File: src/sv/swtm_pkg.sv
// ----------------------------------------------------------------------------
// swtm_pkg
// Shared types and constants of the sliding-window trimmed mean unit.
// ----------------------------------------------------------------------------
package swtm_pkg;

    // configuration register widths and indexes
    localparam int WL_W   = 7;
    localparam int TRIM_W = 5;
    localparam int CFG_W  = 7;
    localparam int IDX_W  = 1;

    localparam logic [IDX_W-1:0] CFG_WINDOW_LENGTH = 1'b0;
    localparam logic [IDX_W-1:0] CFG_TRIM_COUNT    = 1'b1;

    localparam logic [WL_W-1:0]   WL_RESET   = 7'd64;
    localparam logic [TRIM_W-1:0] TRIM_RESET = 5'd1;

    // result flags in tuser
    localparam int USER_W = 2;

    // per-cycle commands broadcast to every cell of the row
    typedef struct packed {
        logic shift;      // history moves one cell down, new sample in cell 0
        logic load_rank;  // probe takes own sample, rank counter clears
        logic count;      // compare passing probe against own sample
        logic load_keep;  // probe takes own sample tagged with its keep flag
        logic rotate;     // probe ring moves one cell toward cell 0
    } t_cell_ctl;

endpackage

File: src/sv/swtm_cell.sv
// ----------------------------------------------------------------------------
// swtm_cell
// One cell of the window row: holds one history sample, a travelling probe
// and the rank of its own sample within the current window.
// ----------------------------------------------------------------------------
module swtm_cell #(
    parameter int SAMPLE_BITS = 16,
    parameter int IW          = 6,
    parameter int CW          = 7,
    parameter int IDX         = 0
) (
    input  logic                   i_clk,
    input  swtm_pkg::t_cell_ctl    i_ctl,
    input  logic [CW-1:0]          i_len,
    input  logic [CW-1:0]          i_lo,
    input  logic [CW-1:0]          i_hi,
    input  logic [SAMPLE_BITS-1:0] i_hist_prev,
    input  logic [SAMPLE_BITS-1:0] i_probe_nxt,
    input  logic                   i_pv_nxt,
    input  logic [IW-1:0]          i_porg_nxt,
    output logic [SAMPLE_BITS-1:0] o_hist,
    output logic [SAMPLE_BITS-1:0] o_probe,
    output logic                   o_pv,
    output logic [IW-1:0]          o_porg
);

    localparam logic [IW-1:0] MY_IDX = IW'(IDX);
    localparam logic [CW-1:0] MY_POS = CW'(IDX);

    logic [SAMPLE_BITS-1:0] r_hist;
    logic [SAMPLE_BITS-1:0] r_probe;
    logic                   r_pv;
    logic [IW-1:0]          r_porg;
    logic [IW-1:0]          r_rank;

    logic w_in_win;
    logic w_keep;
    logic w_hit;

    assign w_in_win = MY_POS < i_len;
    assign w_keep   = w_in_win && (CW'(r_rank) >= i_lo) && (CW'(r_rank) < i_hi);
    // ties are broken by position so every window sample gets a distinct rank
    assign w_hit    = r_pv && ((r_probe < r_hist) ||
                               ((r_probe == r_hist) && (r_porg < MY_IDX)));

    always_ff @(posedge i_clk) begin
        if (i_ctl.shift) begin
            r_hist <= i_hist_prev;
        end
        if (i_ctl.load_rank) begin
            r_probe <= r_hist;
            r_pv    <= w_in_win;
            r_porg  <= MY_IDX;
            r_rank  <= '0;
        end else if (i_ctl.load_keep) begin
            r_probe <= r_hist;
            r_pv    <= w_keep;
        end else if (i_ctl.rotate) begin
            r_probe <= i_probe_nxt;
            r_pv    <= i_pv_nxt;
            r_porg  <= i_porg_nxt;
            if (i_ctl.count && w_hit) begin
                r_rank <= r_rank + 1'b1;
            end
        end
    end

    assign o_hist  = r_hist;
    assign o_probe = r_probe;
    assign o_pv    = r_pv;
    assign o_porg  = r_porg;

endmodule

File: config.mk
export PLATFORM = sky130hd
export DESIGN_NAME = swtm_cell
export DESIGN_NICKNAME = d
export VERILOG_FILES = /design/src/sv/swtm_pkg.sv /design/src/sv/swtm_cell.sv
export SDC_FILE = /design/constraint.sdc
export NUM_CORES = 1
export LEC_CHECK = 0
export CORE_UTILIZATION = 40
export CTS_BUF_LIST = sky130_fd_sc_hd__clkbuf_16
export DETAILED_ROUTE_END_ITERATION = 10
export DONT_BUFFER_PORTS = 1
export HOLD_SLACK_MARGIN = 0.03
export PLACE_DENSITY = 0.59
export SLEW_MARGIN = 20
export SYNTH_ARGS = -nofsm -noshare
export SYNTH_HDL_FRONTEND = slang
export SYNTH_SLANG_ARGS = --single-unit
File: constraint.sdc
create_clock -name i_clk -period 5.4 [get_ports i_clk]
set_input_delay 1.08 -clock i_clk [delete_from_list [all_inputs] [get_ports i_clk]]
set_output_delay 1.08 -clock i_clk [all_outputs]
set_load 0.005 [all_outputs]
==> flow_summary.ini <==
[sta]
setup_viol = 0
maxSlewViolCount = 0
fin_crit_ns = 2.32
finalClockSkew_ns = 0.00982
layout_setup_ws_ns = 3.08
fin_setup_tns_ns = 0
rsz0062_at_grt = no
fin_crit_sh_pct = 42.9
hold_viol_final = 0
whs_ns = 0.474
tightest_slew_ns = 0.798
max_freq_ghz = 0.432
maxSlewHeadroom_pct = 46.8

[logic_synthesis]
synth_edf_count = 33
mappedNetlistNets = 314
yosysTopAreaCellShare_pct = 41.8
synth_seq_cells = 45
synth_top_area_cell = edfxtp_1
avgSynthCellArea_um2 = 10.7
synthFlopType = edfxtp_1
post-synth-top-count-cell = edfxtp_1
synth_area_leaders = edfxtp_1 (42%), ha_1 (14%), dfxtp_1 (10%), nand2_1 (4.9%), o21ai_0 (4.9%)
synth_commonest_cells = edfxtp_1 (33), nand2_1 (31), inv_1 (29), ha_1 (27), o21ai_0 (23)
syn_inst = 221
yosysSeqAreaShare_pct = 52.0
async_flop_share_pct = 0
ys_warn_count = 0
synth_area_mm2 = 0.00237
yosysUniqueCellTypes = 36

[critical_path]
cpMaxStageDelayCell = nor2b_1
crit_path_max_incr_delay_ns = 0.41
path_cells = nor2b_1 -> nand3_1 -> nor3_4 -> o211ai_4 -> or3_1 -> a21oi_1
rrSetupSlack_ns = 3.27
start_kind = input port
crit_path_end_kind = flip-flop
crit_required_ns = 5.61
cp_max_fo = 10
arrival_ns = 2.53
path_class = in2reg

[drt]
drc_errors = 0
firstDrtPassIters = 4
drt-vias-per-instance = 5.23
wl_per_cell_um = 15.5
dr_total_vias = 1547
ant_nets = 0
wl_um = 4580
drt-initial-drc-count = 46

[floorplan]
die_h_um = 79.0
num_rows = 27
core_area_mm2 = 0.00561
start_util_pct = 42.2
ioPinCount = 105
die_x_um = 79.0
dieArea_mm2 = 0.00623

[clocking]
numCtsBuffers = 5
post_cts_buffers = 0
clk_latency_ns = 0.28
cts.sinks = 45
clockRootBuffer = clkbuf_16
cts_resized = 0
htree_levels = 2
cts_tree = done
cts_hold_buf = 0
clk_pin_slew_ns = 0.06
cts_buffer_depth = 2

[final_layout]
syn_to_final_growth_pct = 10.4
drive_gt1_share_pct = 6.70
final_core_util_pct = 46.6
multiInputGateArea_mm2 = 0.00102
n_antenna_cell = 0
final_cells = 296
fin_nets = 316
fin_area_mm2 = 0.00261
fillCellCount = 533
regArea_mm2 = 0.00123

[grt]
grt.total_usage_pct = 15.7
grt_pass1_vias = 1479
antenna_found_initial = 0
grt_start_max_net_pins = 33
overflow = 0
grt_pass1_wl_um = 7400

[place]
port_buffers = 0
pre_cts_ws_ns = 2.76
place_congestion = 0.734
place_area_mm2 = 0.00244
dp.cells = 288
dpl.hpwl_um = 3590

[power]
irDropWorstVdd_mv = 0.146
p_total_mw = 0.841
p_leak_nw = 1.10
pwr_density_cell_mw_per_mm2 = 322

[run_status]
status = finished, final reports clean

[flow_run]
drv_cap = 0

[min_path]
hp-class = reg2reg
-- placed cells by master (no fill, tap or decap), types with 2 or more instances in the layout --
master	instances
a211oi_1	2
a21o_1	4
a21oi_1	15
and3_1	3
clkbuf_16	5
dfxtp_1	12
edfxtp_1	33
ha_1	27
inv_1	30
nand2_1	31
nand3_1	5
nor2_1	5
o21ai_0	23
or3_1	5
-- per-layer routing --
metal  global-route usage, %  vias to the layer above  share of wire [%]  routed length [µm]
met2                    25.2                       59                 47                2140
met1                    18.9                      699                 44                2000
met5                       0                        -                  0                   0
met3                    6.09                        2                8.7                 398
met4                    5.82                        0               0.83                  38
li1                        -                      787                  -                   -
-- state kept, by name (all words and copies together) (netlist names) --
name,count
o_hist,16
o_probe,16
r_rank,6
o_porg,6
o_pv,1
-- area by class of cell --
type,instances,area share (%)
clock buffer,5,4.79
clock inverter,3,1.63
inverter,29,4.16
multi-input combinational,142,38.9
sequential,45,47.1
tap,72,3.45
-- cells by family (layout without fill, tap and decap cells) --
kind of cell,Yosys count,count (layout),synth area share (%)
compound gates,54,54,15.1
xor+xnor,1,1,0.370
fa+ha+maj,27,27,14.3
buf+inv,34,37,5.44
flops,45,45,52.0
mux,2,2,0.898
simple gates,58,58,12.0
-- worst max-delay path, delay by kind of cell --
family           cells  cell delay (ns)
AO/OA/AOI/OAI        2             0.28
AND/OR/NAND/NOR      4             1.17
-- path summary, 6_finish.rpt --
kind / startpoint / end / depth (start not counted)
worst max-delay path: i_ctl[0] / r_rank[5]$_SDFFE_PP0P_ / 6
worst min-delay path: o_porg[2]$_SDFFE_PP0P_ / o_porg[2]$_SDFFE_PP0P_ / 2
worst min register to register: o_porg[2]$_SDFFE_PP0P_ / o_porg[2]$_SDFFE_PP0P_ / 2
worst max register to register: o_hist[11]$_DFFE_PP_ / r_rank[5]$_SDFFE_PP0P_ / 8
-- report_power, final --
part | switching, mW | leakage [nW] | internal [mW]
logic | 0.0414 | 0.578 | 0.0351
clock network | 0.125 | 0.0852 | 0.217
registers | 0.0213 | 0.434 | 0.401
Note: power is estimated with default switching activity, not from simulation.
