==> config.mk <==
export PLATFORM = sky130hd
export DESIGN_NAME = swtm_div
export DESIGN_NICKNAME = d
export VERILOG_FILES = /design/src/sv/swtm_div.sv
export SDC_FILE = /design/constraint.sdc
export NUM_CORES = 1
export LEC_CHECK = 0
export ABC_AREA = 1
export BUFFER_PORTS_ARGS = -buffer_cell sky130_fd_sc_hd__buf_2
export CAP_MARGIN = 20
export CORE_ASPECT_RATIO = 0.9
export CORE_MARGIN = 2
export CORE_UTILIZATION = 50
export CTS_CLUSTER_SIZE = 25
export DETAILED_ROUTE_END_ITERATION = 12
export GPL_ROUTABILITY_DRIVEN = 1
export GPL_TIMING_DRIVEN = 0
export PLACE_DENSITY_LB_ADDON = 0.12
export SETUP_SLACK_MARGIN = 0.2
export SLEW_MARGIN = 20
export SYNTH_ARGS = -nofsm -noshare
export SYNTH_HDL_FRONTEND = slang
export SYNTH_SLANG_ARGS = --single-unit
==> constraint.sdc <==
create_clock -name i_clk -period 2.5 [get_ports i_clk]
set_input_delay 0.375 -clock i_clk [delete_from_list [all_inputs] [get_ports i_clk]]
set_output_delay 0.375 -clock i_clk [all_outputs]
set_load 0.03 [all_outputs]
==> src/sv/swtm_div.sv <==
// ----------------------------------------------------------------------------
// swtm_div
// Restoring divider, one quotient bit per cycle.
// ----------------------------------------------------------------------------
module swtm_div #(
    parameter int NW = 22,
    parameter int DW = 7
) (
    input  logic          i_clk,
    input  logic          i_rst_n,
    input  logic          i_start,
    input  logic [NW-1:0] i_num,
    input  logic [DW-1:0] i_den,
    output logic          o_done,
    output logic [NW-1:0] o_quo
);

    localparam int KW = $clog2(NW + 1);

    logic [NW-1:0] r_quo, n_quo;
    logic [DW-1:0] r_rem, n_rem;
    logic [DW-1:0] r_den;
    logic [KW-1:0] r_cnt, n_cnt;
    logic          r_busy, n_busy;
    logic          r_done, n_done;

    logic [DW:0] w_trial;
    logic        w_ge;

    assign w_trial = {r_rem, r_quo[NW-1]};
    assign w_ge    = w_trial >= {1'b0, r_den};

    always_comb begin
        n_quo  = r_quo;
        n_rem  = r_rem;
        n_cnt  = r_cnt;
        n_busy = r_busy;
        n_done = 1'b0;
        if (i_start) begin
            n_quo  = i_num;
            n_rem  = '0;
            n_cnt  = '0;
            n_busy = 1'b1;
        end else if (r_busy) begin
            n_rem = DW'(w_ge ? (w_trial - {1'b0, r_den}) : w_trial);
            n_quo = {r_quo[NW-2:0], w_ge};
            n_cnt = r_cnt + 1'b1;
            if (r_cnt == KW'(NW - 1)) begin
                n_busy = 1'b0;
                n_done = 1'b1;
            end
        end
    end

    always_ff @(posedge i_clk) begin
        if (!i_rst_n) begin
            r_busy <= 1'b0;
            r_done <= 1'b0;
            r_cnt  <= '0;
        end else begin
            r_busy <= n_busy;
            r_done <= n_done;
            r_cnt  <= n_cnt;
        end
        r_quo <= n_quo;
        r_rem <= n_rem;
        if (i_start) begin
            r_den <= i_den;
        end
    end

    assign o_done = r_done;
    assign o_quo  = r_quo;

endmodule
==> results list, run 1 <==
- Result of the run: finished, final reports clean
* Number of remaining DRC errors: 0
- After Yosys synthesis, XOR and XNOR cells account for less than 1% of the synthesized area.
* Power density relative to cell area: 653 nW/um2
- Antenna-violating nets left: 0
* Wire length of the first global-routing pass: 7580 um
* Buffer count from post-CTS setup fixing: 0
- The min-delay analysis places its worst path in the category input pin to flop.
- Clock tree synthesis selected as its root buffer the cell clkbuf_8.
- The synthesized netlist occupies a cell area of 2210 um2.
* Ant diodes: 0
- Number of buffers between clock root and the deepest sink: 2
- Post-placement cell area: 2550 um2
* Fraction of the mapped netlist area in compound gates: under 10%
* Total count of hold-check failures in the final report: 0
- Summed over all cells, the static leakage comes to around 1.3 nW.
* Final setup fails: 0
- Final Critical Period: 1.91 ns
- Multiplexer fraction of the synthesized cell area: 0%
* Crit Path Max Fanout: 8
- Total routed wirelength: 4420 um
- The number of antenna violations at the first check in global routing is 0.
* Hold buffer count at cts: 0
- STA classifies the critical path endpoint as a flop.
- Synthesis produced a netlist whose cell count is 255.
- The final layout contains 358 nets.
- Post-Syn Area per Cell: about 8.7 um2
* Clock-pin transition on the worst setup and hold timing paths: 0.08 ns
- Flip-flop and latch count after synthesis: between 40 and 50
* Tightest Pin Transition: 0.493 ns
- Largest clock skew in the final design: 0.00427 ns
* Synth warnings: 0
- The first TritonRoute pass finished after 4 iterations.
- Counting every sink on the clock net gives 43.
- Final design area excluding fillers: between 2000 and 3000 um2
* Commonest cells after routing, fill and taps aside: 110 x nand2_1, 55 x buf_2, 29 x edfxtp_1
- The synthesized netlist devotes between 6 and 7% of its cell area to adder and majority cells.
* Site Rows: 22
* Vias per Instance: 4.72
- Number of pins with negative max-slew slack in the final report: 0
- After filler insertion, the fill cell instance count of the layout stands at roughly 370.
- Port buffering added 54 buffers.
- Syn_nets: between 200 and 300
* Overall fraction of global-route tracks in use: 20.5%
* Floorplan die height: 67.0 um
* Number of different library cells in the post-synthesis netlist: 32
- Cts bufs inserted: 5
- Data on the critical path is required at its endpoint by ~2.8 ns.
- After detailed routing, the average wire length per cell comes to 11.7 um.
- Number of gates resized after cts: 0
* Placeable Area: 4160 um2
- Sequential cell area in the final layout: 1150 um2
- Sequential share of the synthesized area: 52.2%
- Slew HR: 67.1%
* GR Overflow Total: 0
- RSZ-0062 raised after global routing: no
* DIE AREA: roughly 5000 um2
* Area fraction in and, or, nand and nor cells after synthesis: a little under a third
* Number of violations of the max-capacitance limit: 0
* Area growth from synthesis to layout: 20.9%
- Detailed placement finished with a half-perimeter wire length of between 3000 and 4000 um.
- Static timing analysis puts the maximum clock frequency at around 0.52 GHz.
- Startpoint-to-endpoint class of the critical path: flop to flop
* Horizontal die dimension: 74.0 um
- The worst path uses 76.2% of the clock period.
- Cells with a size suffix above 1 make up 24.3% of the layout.
* Internal reg-to-reg setup slack: 0.59 ns
* Initial core utilization: between 50% and 60%
- For this block, the via count after detailed routing is 1781.
- Final total power: 1.74 mW
- Source-to-sink clock delay at the later pin of the worst-skew pair: 0.30 ns
* Hold slack: between 0.2 and 0.25 ns
* Maximum ir drop on the vdd rail: 435 uV
* Placer congestion estimate: 0.859
- Depth of the CTS H-tree: 2
- Multi-input logic area: 916 um2
- Dominant combinational cell family by area after synthesis: simple AND/OR/NAND/NOR gates
- DRC violation total after the first TritonRoute iteration: 125
- Worst setup slack after placement: between 0.6 and 0.7 ns
- Pin count of the biggest net entering global routing: 25
- Leaving out fill and tap cells, the most frequent cell in the layout is nand2_1.
- Element type at the critical path start: flop
* Clock tree from TritonCTS: built
- In the final timing run, aggregate negative setup slack is 0 ns.
- Setup slack closes at between 0.5 and 0.6 ns.
- Arrival time at the worst endpoint: 2.15 ns
* Top-level port count: 55
- Number of global-route vias before repair: 1731
## final timing paths
path,from,endpoint,cells after the start
worst min-delay path,i_den[6],r_den[6]$_DFFE_PP_,1
worst max-delay path,o_quo[21]$_DFFE_PP_,r_rem[4]$_SDFFE_PP0P_,12
worst min register to register,r_rem[3]$_SDFFE_PP0P_,r_rem[3]$_SDFFE_PP0P_,2
worst max register to register,o_quo[21]$_DFFE_PP_,r_rem[4]$_SDFFE_PP0P_,12
## cell families (layout without fill, tap and decap cells)
family                   count (synthesis)  count (layout)
XOR/XNOR                                 2               2
adder cells (fa/ha/maj)                 10              10
buffers and inverters                   36              98
AND/OR/NAND/NOR                        155             155
flip-flops                              43              43
AO/OA/AOI/OAI                            9               9
## power by group
| part | total (mW) | internal, mW | leakage (nW) | switching, mW |
|---|---|---|---|---|
| Sequential | 0.852 | 0.825 | 0.408 | 0.0273 |
| Clock | 0.540 | 0.289 | 0.0600 | 0.251 |
| Combinational | 0.352 | 0.117 | 0.879 | 0.235 |
## metal layers
layer | up-vias | GRT usage, % | share of wire, %
li1 | 941 | - | -
met1 | 785 | 25.5 | 48
met2 | 43 | 33.6 | 45
met3 | 12 | 3.93 | 4.4
met4 | 0 | 10.5 | 2.5
met5 | - | 0 | 0
## critical path, cell delays in order, from the launching register on
cell and delay (ns):
edfxtp_1 0.35, inv_1 0.06, ha_1 0.23, fa_1 0.42
inv_1 0.09, nand2_1 0.05, nand2_1 0.08, nand2_1 0.10
nand2_1 0.09, nand2_2 0.13, nand3b_1 0.12, nand3_1 0.09
nand2_1 0.06
## flip-flops by register name, indices dropped and copies added, names as in the netlist
signal  flops
o_done      1
r_cnt       5
r_rem       7
r_busy      1
o_quo      22
r_den       7
## cells in the mapped netlist
cell type / instances / area share [%]
a21oi_1: 3 / 0.68
edfxtp_1: 29 / 39
nor2_8: 1 / 0.91
a211oi_1: 1 / 0.34
buf_4: 1 / 0.34
nand3b_1: 5 / 1.7
inv_2: 3 / 0.51
inv_1: 26 / 4.4
buf_1: 1 / 0.17
clkinv_1: 1 / 0.17
o21ai_2: 1 / 0.40
buf_2: 1 / 0.23
nand2_2: 1 / 0.28
nor3b_1: 1 / 0.34
nor2_1: 7 / 1.2
a31oi_1: 2 / 0.57
nand3_2: 2 / 0.91
nor2_4: 1 / 0.51
nor2_2: 1 / 0.28
xor2_1: 2 / 0.79
nand4_1: 3 / 0.85
ha_1: 9 / 5.1
nand3_4: 1 / 0.79
nor3_1: 6 / 1.4
clkbuf_1: 3 / 0.51
fa_1: 1 / 0.91
nand2_1: 110 / 19
o211ai_1: 1 / 0.34
or2_4: 1 / 0.40
dfxtp_1: 14 / 13
nand3_1: 15 / 3.4
a21oi_4: 1 / 0.74
## stage by stage
stage	cells	utilization, %
final	377	64.2
after global routing	377	64.2
after CTS	377	64.2
after detailed placement	369	61.4
after global placement	369	61.4
after floorplan	255	-
## layout make-up
cell class | count | share of cell area, %
flip-flops and latches | 43 | 43.1
multi-input cells | 176 | 34.3
well taps | 60 | 2.81
repair buffers | 54 | 10.1
clock buffers | 7 | 4.03
plain buffers | 6 | 1.03
inverters | 30 | 4.22
clock inverters | 1 | 0.328
(Power assumes the default switching activity.)
==> run 2, diff against run 1 <==
--- a/config.mk
+++ b/config.mk
@@ -5,7 +5,7 @@
 export SDC_FILE = /design/constraint.sdc
 export NUM_CORES = 1
 export LEC_CHECK = 0
-export ABC_AREA = 1
+export ABC_AREA = 0
 export BUFFER_PORTS_ARGS = -buffer_cell sky130_fd_sc_hd__buf_2
 export CAP_MARGIN = 20
 export CORE_ASPECT_RATIO = 0.9
==> constraint.sdc (replaced) <==
create_clock -name i_clk -period 1.9 [get_ports i_clk]
set_input_delay 0.285 -clock i_clk [delete_from_list [all_inputs] [get_ports i_clk]]
set_output_delay 0.285 -clock i_clk [all_outputs]
set_load 0.03 [all_outputs]
==> run 2 against run 1 <==
  * The flow now finishes with violations (setup timing)
  * Synthesized area grew 0.91%
  * Die area grew 0.85%
  * Sequential share of layout area shrank 2.6 points
  * Synthesized cell count shrank 28%
  * Via count shrank 6.3%
  * Count of clock-buffer cells in the layout shrank 2
  * Critical path depth shrank 4
  * Largest cell class unchanged
==> results list, run 2 <==
* Result of the run: complete, but fails checks (was finished, final reports clean)
* Failing checks: setup timing
- Number of global-route vias before repair: 1549 (was 1731)
- The number of hold violations in the final report was 0 (unchanged).
- Flip-flop count of the largest register after layout: 22 (unchanged)
* Sw power: 0.650 mW (was 0.514 mW)
- The insertion delay to the later sink of the worst-skew pair came to 0.30 ns (about the same).
- Async SR Flop Fraction: 0% (unchanged)
- The first-pass GRT wire length is 7020 um (was 7580 um).
- Cell with the most instances after synthesis: edfxtp_1 (was nand2_1)
- The summed instance area of the synthesized netlist is 2230 um2 (was 2210 um2).
- The quantity of I/O buffers inserted on ports came to 54 (unchanged).
- Sequential group share of total power: 50.9% (was 48.9%)
* Detailed-route via count: 1668 (was 1781)
- Number of different library cells in the post-synthesis netlist: 48 (was 32)
* CP Capture Type: flop (unchanged)
- The row count is 23 (was 22).
- Ant diodes: 0 (unchanged)
- Number of pins with negative max-slew slack in the final report: 0 (unchanged)
* Horizontal die dimension: 74.4 um (was 74.0 um)
- Worst min-delay path category: input pin to flop (unchanged)
- The fill cell total of the finished layout came to 372 (was 374).
* Post-synth EDFFs: 29 (unchanged)
- Clock-pin transition on the worst setup and hold timing paths: 0.08 ns (about the same)
- The initial standard-cell utilization of the core is 50.9% (was 53.1%).
- The total global routing overflow is 0 (unchanged).
- The utilization of the core after routing was 64.9% (was 64.2%).
* Dominant cell type by area after synthesis: edfxtp_1 (unchanged)
- The number of maximum-capacitance violations was 0 (unchanged).
- The total wirelength of the detailed-routed design is 4530 um (was 4420 um).
- Depth of the CTS H-tree: 2 (unchanged)
* Maximum ir drop on the vdd rail: 593 uV (was 435 uV)
* Top post-synthesis cells by area: edfxtp_1 39%, dfxtp_1 13%, mux2_2 11% (was edfxtp_1 39%, nand2_1 19%, dfxtp_1 13%)
- Arrival time at the worst endpoint: 2.27 ns (was 2.15 ns)
- Clock Sinks: 43 (unchanged)
* Tightest Pin Transition: 0.573 ns (was 0.493 ns)
- The maximum root-to-sink buffer count was 2 (unchanged).
- Leakage power total: 1.16 nW (was 1.35 nW)
- Average wire per cell in the routed design: 14.3 um (was 11.7 um)
* Sequential share of the synthesized area: 51.7% (was 52.2%)
* Synth warnings: 0 (unchanged)
- The placeable core area is 4370 um2 (was 4160 um2).
- Internal reg-to-reg setup slack: -0.16 ns (was 0.59 ns)
* Period utilisation layout: 108% (was 76.2%)
* Synth top area share: 39.1% (was 39.5%)
* Final setup fails: 8 (was 0)
- The number of DRC markers after the initial detailed-route iteration was 53 (was 125).
* Clk network pwr share: 24.5% (was 30.9%)
- Most common cell after layout, fill and taps aside: buf_2 (was nand2_1)
- Top_reg_cell synth: edfxtp_1 (unchanged)
* Number of placed cells counting well taps: 300 (was 369)
- The beginning of the worst register-to-register path was r_den[0]$_DFFE_PP_ (was o_quo[21]$_DFFE_PP_).
* Overall fraction of global-route tracks in use: 18.8% (was 20.5%)
- RSZ-0062 raised after global routing: yes (was no).
- Number of standard cells in the layout, taps in and fillers out: 317 (was 377)
- Antenna violations before repair: 0 (unchanged)
- Commonest cells in the netlist: 29 x edfxtp_1, 21 x mux2_2, 14 x dfxtp_1 (was 110 x nand2_1, 29 x edfxtp_1, 26 x inv_1)
- The full die area came to 5000 um2 (was 4960 um2).
* Cts bufs inserted: 5 (unchanged)
* Min setup slack post-route: -0.156 ns (was 0.595 ns)
- The endpoint of the worst hold path is r_den[1]$_DFFE_PP_ (was r_den[6]$_DFFE_PP_).
* Top-level port count: 55 (unchanged)
* Hpwl dp: 3160 um (was 3190 um)
- Hold path cells: 1 (unchanged)
* Number of remaining DRC errors: 0 (unchanged)
- The power per unit of standard cell area was 780 nW/um2 (was 653 nW/um2).
* Flip-flop and latch count after synthesis: 43 (unchanged)
* Instance count of the mapped netlist: 184 (was 255)
- The CTS tree was built (unchanged).
- Antenna-violating nets left: 0 (unchanged)
- Pin count of the biggest net entering global routing: 23 (was 25)
- The number of vias per cell is 5.26 (was 4.72).
- Commonest cells after routing, fill and taps aside: 54 x buf_2, 29 x edfxtp_1, 21 x mux2_2 (was 110 x nand2_1, 55 x buf_2, 29 x edfxtp_1).
* Crit Path Max Fanout: 6 (was 8)
- The type of element launching the critical path was a flop (unchanged).
- The number of nets at the end of the flow is 297 (was 358).
- The ratio of cells with drive above 1 in the final layout is 46.3% (was 24.3%).
* Final Critical Period: 2.06 ns (was 1.91 ns)
- CTS Root Cell: clkbuf_8 (unchanged)
- Area growth from synthesis to layout: 27.5% (was 20.9%)
- The relative contribution of combinational cells to total power came to 24.6% (was 20.2%).
* Largest clock skew in the final design: 0.00386 ns (was 0.00427 ns)
- The final weighted congestion of routability-driven global placement is 0.773 (was 0.859).
- The achievable frequency was 0.486 GHz (was 0.525 GHz).
- Cell depth of the worst flop-to-flop path: 8 (was 12)
- The critical path class is flop to flop (unchanged).
- Syn_nets: 226 (was 297)
- The data required time of the worst path was 2.11 ns (was 2.75 ns).
- The startpoint of the worst hold path is i_den[1] (was i_den[6]).
* 1st-pass router iterations: 4 (unchanged)
- The number of buffers added to fix hold violations after cts came to 0 (unchanged).
* Slew HR: 61.8% (was 67.1%)
* Floorplan die height: 67.3 um (was 67.0 um)
- Sum Neg Setup Slack: -0.956 ns (was 0 ns)
- Switch share: 29.3% (was 29.5%)
- The endpoint of the worst-slack reg-to-reg timing path is r_rem[0]$_SDFFE_PP0P_ (was r_rem[4]$_SDFFE_PP0P_).
- Internal Dissipation: 1.57 mW (was 1.23 mW)
* Post-Syn Area per Cell: 12.1 um2 (was 8.66 um2)
## run 2: worst max path at each step
| stage | endpoint | from | cells past startpoint | slack [ns] |
|---|---|---|---|---|
| floorplan | r_rem[2]$_SDFFE_PP0P_ | o_quo[21]$_DFFE_PP_ | 9 | -0.37 |
| global placement | o_quo[3]$_DFFE_PP_ | i_start | 4 | -0.36 |
| detailed placement | o_quo[4]$_DFFE_PP_ | i_start | 4 | -0.34 |
| CTS | r_rem[0]$_SDFFE_PP0P_ | r_den[0]$_DFFE_PP_ | 8 | -0.17 |
| global route | r_rem[0]$_SDFFE_PP0P_ | o_quo[21]$_DFFE_PP_ | 9 | -0.22 |
| finish | r_rem[0]$_SDFFE_PP0P_ | r_den[0]$_DFFE_PP_ | 8 | -0.16 |
## run 2: final cells by class
type	instances	area (um2)	area share (%)
Buffer	9	55.1	1.94
Clock buffer	5	68.8	2.42
Clock inverter	2	8.76	0.308
Inverter	13	48.8	1.72
Multi-Input combinational cell	119	1080	38.1
Sequential cell	43	1150	40.5
Tap cell	62	77.6	2.73
Timing Repair Buffer	64	349	12.3
## run 2: power groups by stage
stage	clock network (mW)	registers [mW]	logic, mW
2_1_floorplan	0	1.25	0.254
6_report	0.544	1.13	0.544
4_1_cts	0.563	1.13	0.514
5_1_grt	0.590	1.14	0.592
3_5_place_dp	0	1.15	0.490
3_3_place_gp	0	1.15	0.483
## run 2: layer usage
metal / part of all wire, % / track usage [%] / wire [um] / vias to the layer above
met2: 48 / 30.5 / 2170 / 45
li1: - / - / - / 827
met3: 4.5 / 4.33 / 205 / 9
met5: 0 / 0 / 0 / -
met1: 46 / 24.5 / 2090 / 787
met4: 1.5 / 7.81 / 67 / 0
## run 2: stage by stage
step	power (mW)	area, um2	setup WS [ns]	hold slack (ns)
global placement	1.63	2600	-0.358	0.462
detailed placement	1.64	2600	-0.343	0.464
CTS	2.21	2740	-0.168	0.150
global route	2.32	2840	-0.220	0.149
floorplan	1.50	2250	-0.369	0.384
finish	2.22	2840	-0.156	0.158
## run 2: cells by family (layout without fill, tap and decap cells)
kind of cell    after synthesis  in the layout  synth area share [%]
fa+ha+maj                    10             10                  5.96
flops                        43             43                  51.7
buf+inv                      22             93                  4.44
simple gates                 48             48                  11.9
xor+xnor                      7              7                  2.75
compound gates               32             32                  12.2
mux                          22             22                  11.1
## run 2: what timing repair did
| action | CTS | global route |
|---|---|---|
| buffers inserted | 4 | 6 |
| pin swaps | 3 | 6 |
| gates cloned | 0 | 0 |
| gates resized for setup | 7 | 10 |
| endpoints found under the setup margin | 37 | 30 |
## run 2: worst max-delay path, stage by stage (launching register included)
cell and delay [ns]:
edfxtp_1 0.42, ha_4 0.18, fa_2 0.34, nand2b_4 0.15, a211o_1 0.26, buf_6 0.13
and3_4 0.14, buf_6 0.13, a311oi_2 0.22
==> run 3, diff against run 2 <==
--- a/config.mk
+++ b/config.mk
@@ -8,7 +8,6 @@
 export ABC_AREA = 0
 export BUFFER_PORTS_ARGS = -buffer_cell sky130_fd_sc_hd__buf_2
 export CAP_MARGIN = 20
-export CORE_ASPECT_RATIO = 0.9
 export CORE_MARGIN = 2
 export CORE_UTILIZATION = 50
 export CTS_CLUSTER_SIZE = 25
==> run 3 against run 2 <==
  * The flow still finishes with violations (setup timing)
  * Design area fell by 1.6%
  * Non-clock buffer count is the same
  * Hold slack better by 0.0082 ns
  * Global-route usage fell by 1.6 points
  * Cell count is 2.8% lower
  * Sequential power is essentially flat
  * Sequential share of layout area up 0.65 points
  * Largest power group unchanged
  * Flip-flop and latch count unchanged
  * Setup slack lost 0.010 ns
  * Register-to-register slack barely moved
==> results list, run 3 (synthesized netlist as in run 2, its figures left out) <==
- The signed area change from the synthesized netlist to the final layout came to 25.5% (was 27.5%).
* Clock Sinks: 43 (unchanged)
- Site Rows: 24 (was 23)
- Element type at the critical path start: flop (unchanged)
- The count of boundary I/O pins was 55 (unchanged).
- The buffer cell driving the clock tree root is clkbuf_8 (unchanged).
* Total routed wirelength: 4240 um (was 4530 um)
* Power density relative to cell area: 791 nW/um2 (was 780 nW/um2)
- Internal Dissipation: 1.58 mW (was 1.57 mW)
- Commonest cells after routing, fill and taps aside: 54 x buf_2, 29 x edfxtp_1, 21 x mux2_2 (unchanged)
- Gate power share: 23.7% (was 24.6%)
- Worst min-delay path category: input pin to flop (unchanged)
- The most common library cell in the layout ignoring fill and taps is buf_2 (unchanged).
- Worst path cell trace: ha_4 > fa_2 > nand2b_4 > a211o_1 > buf_6 > and3_4 > buf_6 > a311oi_2 (unchanged).
* Number of pins with negative max-slew slack in the final report: 0 (unchanged)
- Number of violations of the max-capacitance limit: 0 (unchanged)
* CP Capture Type: flop (unchanged)
- Failing checks: setup timing (unchanged).
- Number of remaining DRC errors: 0 (unchanged)
- The vertical extent of the die was 70.7 um (was 67.3 um).
- Final design area excluding fillers: 2800 um2 (was 2840 um2)
- The number of hold violations in the final report came to 0 (unchanged).
- Depth of the CTS H-tree: 2 (unchanged)
- The cell seen most often among critical-path stages is buf_6 (unchanged).
- DIE AREA: 5000 um2 (about the same)
- The smallest setup slack after layout came to -0.167 ns (was -0.156 ns).
- The data required time of the worst path came to 2.10 ns (was 2.11 ns).
* Initial core utilization: 51.5% (was 50.9%)
* Count of buffering cells on the critical path with inverters included: 2 (unchanged)
- The clock share of power was 25.3% (was 24.5%).
- Crit Path Max Fanout: 6 (unchanged)
- Final total power: 2.21 mW (was 2.22 mW)
* 1st-pass router iterations: 4 (unchanged)
- Final Critical Period: 2.07 ns (was 2.06 ns)
- The actual transition at the worst max-transition pin is 0.561 ns (was 0.573 ns).
* Cell family with the largest share of critical-path delay: adder cells (unchanged)
- The detail-routed net length per standard cell is 13.8 um (was 14.3 um).
- The number of nets at the end of the flow came to 297 (unchanged).
- Leakage power total: 1.15 nW (was 1.16 nW)
- The clock input transition at the sequential cells of the worst setup and hold paths was 0.08 ns (about the same).
- Antenna violations before repair: 0 (unchanged)
* Number of global-route vias before repair: 1507 (was 1549)
- Arrival time at the worst endpoint: 2.27 ns (about the same)
* Fmax: 0.484 GHz (was 0.486 GHz)
- Period utilisation layout: 109% (was 108%)
- The CTS tree is built (unchanged).
- The post-place instance area is 2590 um2 (was 2600 um2).
- Slowest stage cell, crit path: edfxtp_1 (unchanged)
- DRC violation total after the first TritonRoute iteration: 105 (was 53)
- The switching power was 0.636 mW (was 0.650 mW).
* Overall fraction of global-route tracks in use: 17.2% (was 18.8%)
- Source-to-sink clock delay at the later pin of the worst-skew pair: 0.29 ns (was 0.30 ns)
* Maximum ir drop on the vdd rail: 552 uV (was 593 uV)
* Horizontal die dimension: 70.7 um (was 74.4 um)
* Result of the run: complete, but fails checks (unchanged)
- The total inserted antenna cells is 0 (unchanged).
- The final weighted congestion of routability-driven global placement was 0.813 (was 0.773).
- The worst slack at placement was -0.392 ns (was -0.343 ns).
- Number of buffers between clock root and the deepest sink: 2 (unchanged)
* Hold buffer count at cts: 0 (unchanged)
* Detailed-route via count: 1652 (was 1668)
- The number of vias per cell came to 5.36 (was 5.26).
* Sequential group share of total power: 51.0% (was 50.9%)
* Final setup fails: 8 (unchanged)
- Max stage delay on crit path: 0.42 ns (about the same)
* Startpoint-to-endpoint class of the critical path: flop to flop (unchanged)
* RSZ-0062 raised after global routing: yes (unchanged)
- The quantity of I/O buffers inserted on ports was 54 (unchanged).
- The number of flip-flops in the largest register is 22 (unchanged).
* Largest clock skew in the final design: 0.00612 ns (was 0.00386 ns)
- The number of nets with antenna violations after detailed routing was 0 (unchanged).
- Placeable Area: 4320 um2 (was 4370 um2)
* Pin count of the biggest net entering global routing: 23 (unchanged)
- The first-pass GRT wire length is 6820 um (was 7020 um).
- The headroom to the max-slew limit came to 62.6% (was 61.8%).
* Switch share: 28.8% (was 29.3%)
* Hpwl dp: 2990 um (was 3160 um)
- Final core area utilization: 64.6% (was 64.9%)
- The ratio of cells with drive above 1 in the final layout came to 44.5% (was 46.3%).
- Cts bufs inserted: 5 (unchanged)
- GR Overflow Total: 0 (unchanged)
run 3: cell count changes in the layout (fill, tap and decap cells not counted), sizes merged:
cell / delta
clkinvlp: +1
clkinv: -2
buf: +1
clkbuf: +1
run 3: what timing repair did:
action                     CTS  global route
setup buffers                5             5
pin swaps                    3             3
setup endpoints to repair   40            30
gates cloned                 0             0
gates resized for setup      5             5
run 3: worst paths after layout:
check                                              to  slack, ns  depth (start not counted)                   from
worst max-delay path            r_rem[0]$_SDFFE_PP0P_      -0.17                          8     r_den[0]$_DFFE_PP_
worst min-delay path               r_den[5]$_DFFE_PP_       0.17                          1               i_den[5]
worst max register to register  r_rem[0]$_SDFFE_PP0P_      -0.17                          8     r_den[0]$_DFFE_PP_
worst min register to register  r_cnt[1]$_SDFFE_PP0P_       0.51                          2  r_cnt[1]$_SDFFE_PP0P_
run 3: power groups by stage:
stage / clock, mW / sequential [mW] / combinational (mW)
detailed placement: 0 / 1.15 / 0.488
floorplan: 0 / 1.25 / 0.254
CTS: 0.582 / 1.13 / 0.508
finish: 0.560 / 1.13 / 0.524
global route: 0.614 / 1.14 / 0.566
global placement: 0 / 1.15 / 0.484
run 3: per-layer routing:
metal | vias to the layer above | routed length (um) | global-route usage (%) | share of wire, %
met5 | - | 0 | 0 | 0
met4 | 0 | 49 | 4.82 | 1.2
met3 | 4 | 257 | 4.99 | 6.1
met2 | 50 | 1970 | 26.9 | 46
met1 | 773 | 1960 | 23.6 | 46
li1 | 825 | - | - | -
run 3: per-stage QoR:
stage | std cells | setup TNS [ns] | hold slack, ns
2_1_floorplan | 184 | -2.19 | 0.384
3_3_place_gp | 290 | -10.58 | 0.462
3_5_place_dp | 290 | -11.40 | 0.464
4_1_cts | 303 | -1.06 | 0.158
5_1_grt | 308 | -1.73 | 0.154
6_report | 308 | -1.07 | 0.166
run 3: area by class of cell:
| type | instances | area, um2 |
|---|---|---|
| Clock inverter | 1 | 7.51 |
| Tap cell | 52 | 65.1 |
| Sequential cell | 43 | 1150 |
| Fill cell | 354 | 1530 |
| Clock buffer | 7 | 76.3 |
| Timing Repair Buffer | 64 | 345 |
| Buffer | 9 | 53.8 |
| Inverter | 13 | 48.8 |
| Multi-Input combinational cell | 119 | 1050 |
run 3: worst reg2reg max path, cell delays in order, from the launching register on:
cell,delay [ns]
edfxtp_1,0.42
ha_4,0.19
fa_2,0.34
nand2b_4,0.15
a211o_1,0.27
buf_6,0.13
and3_4,0.14
buf_6,0.13
a311oi_2,0.23
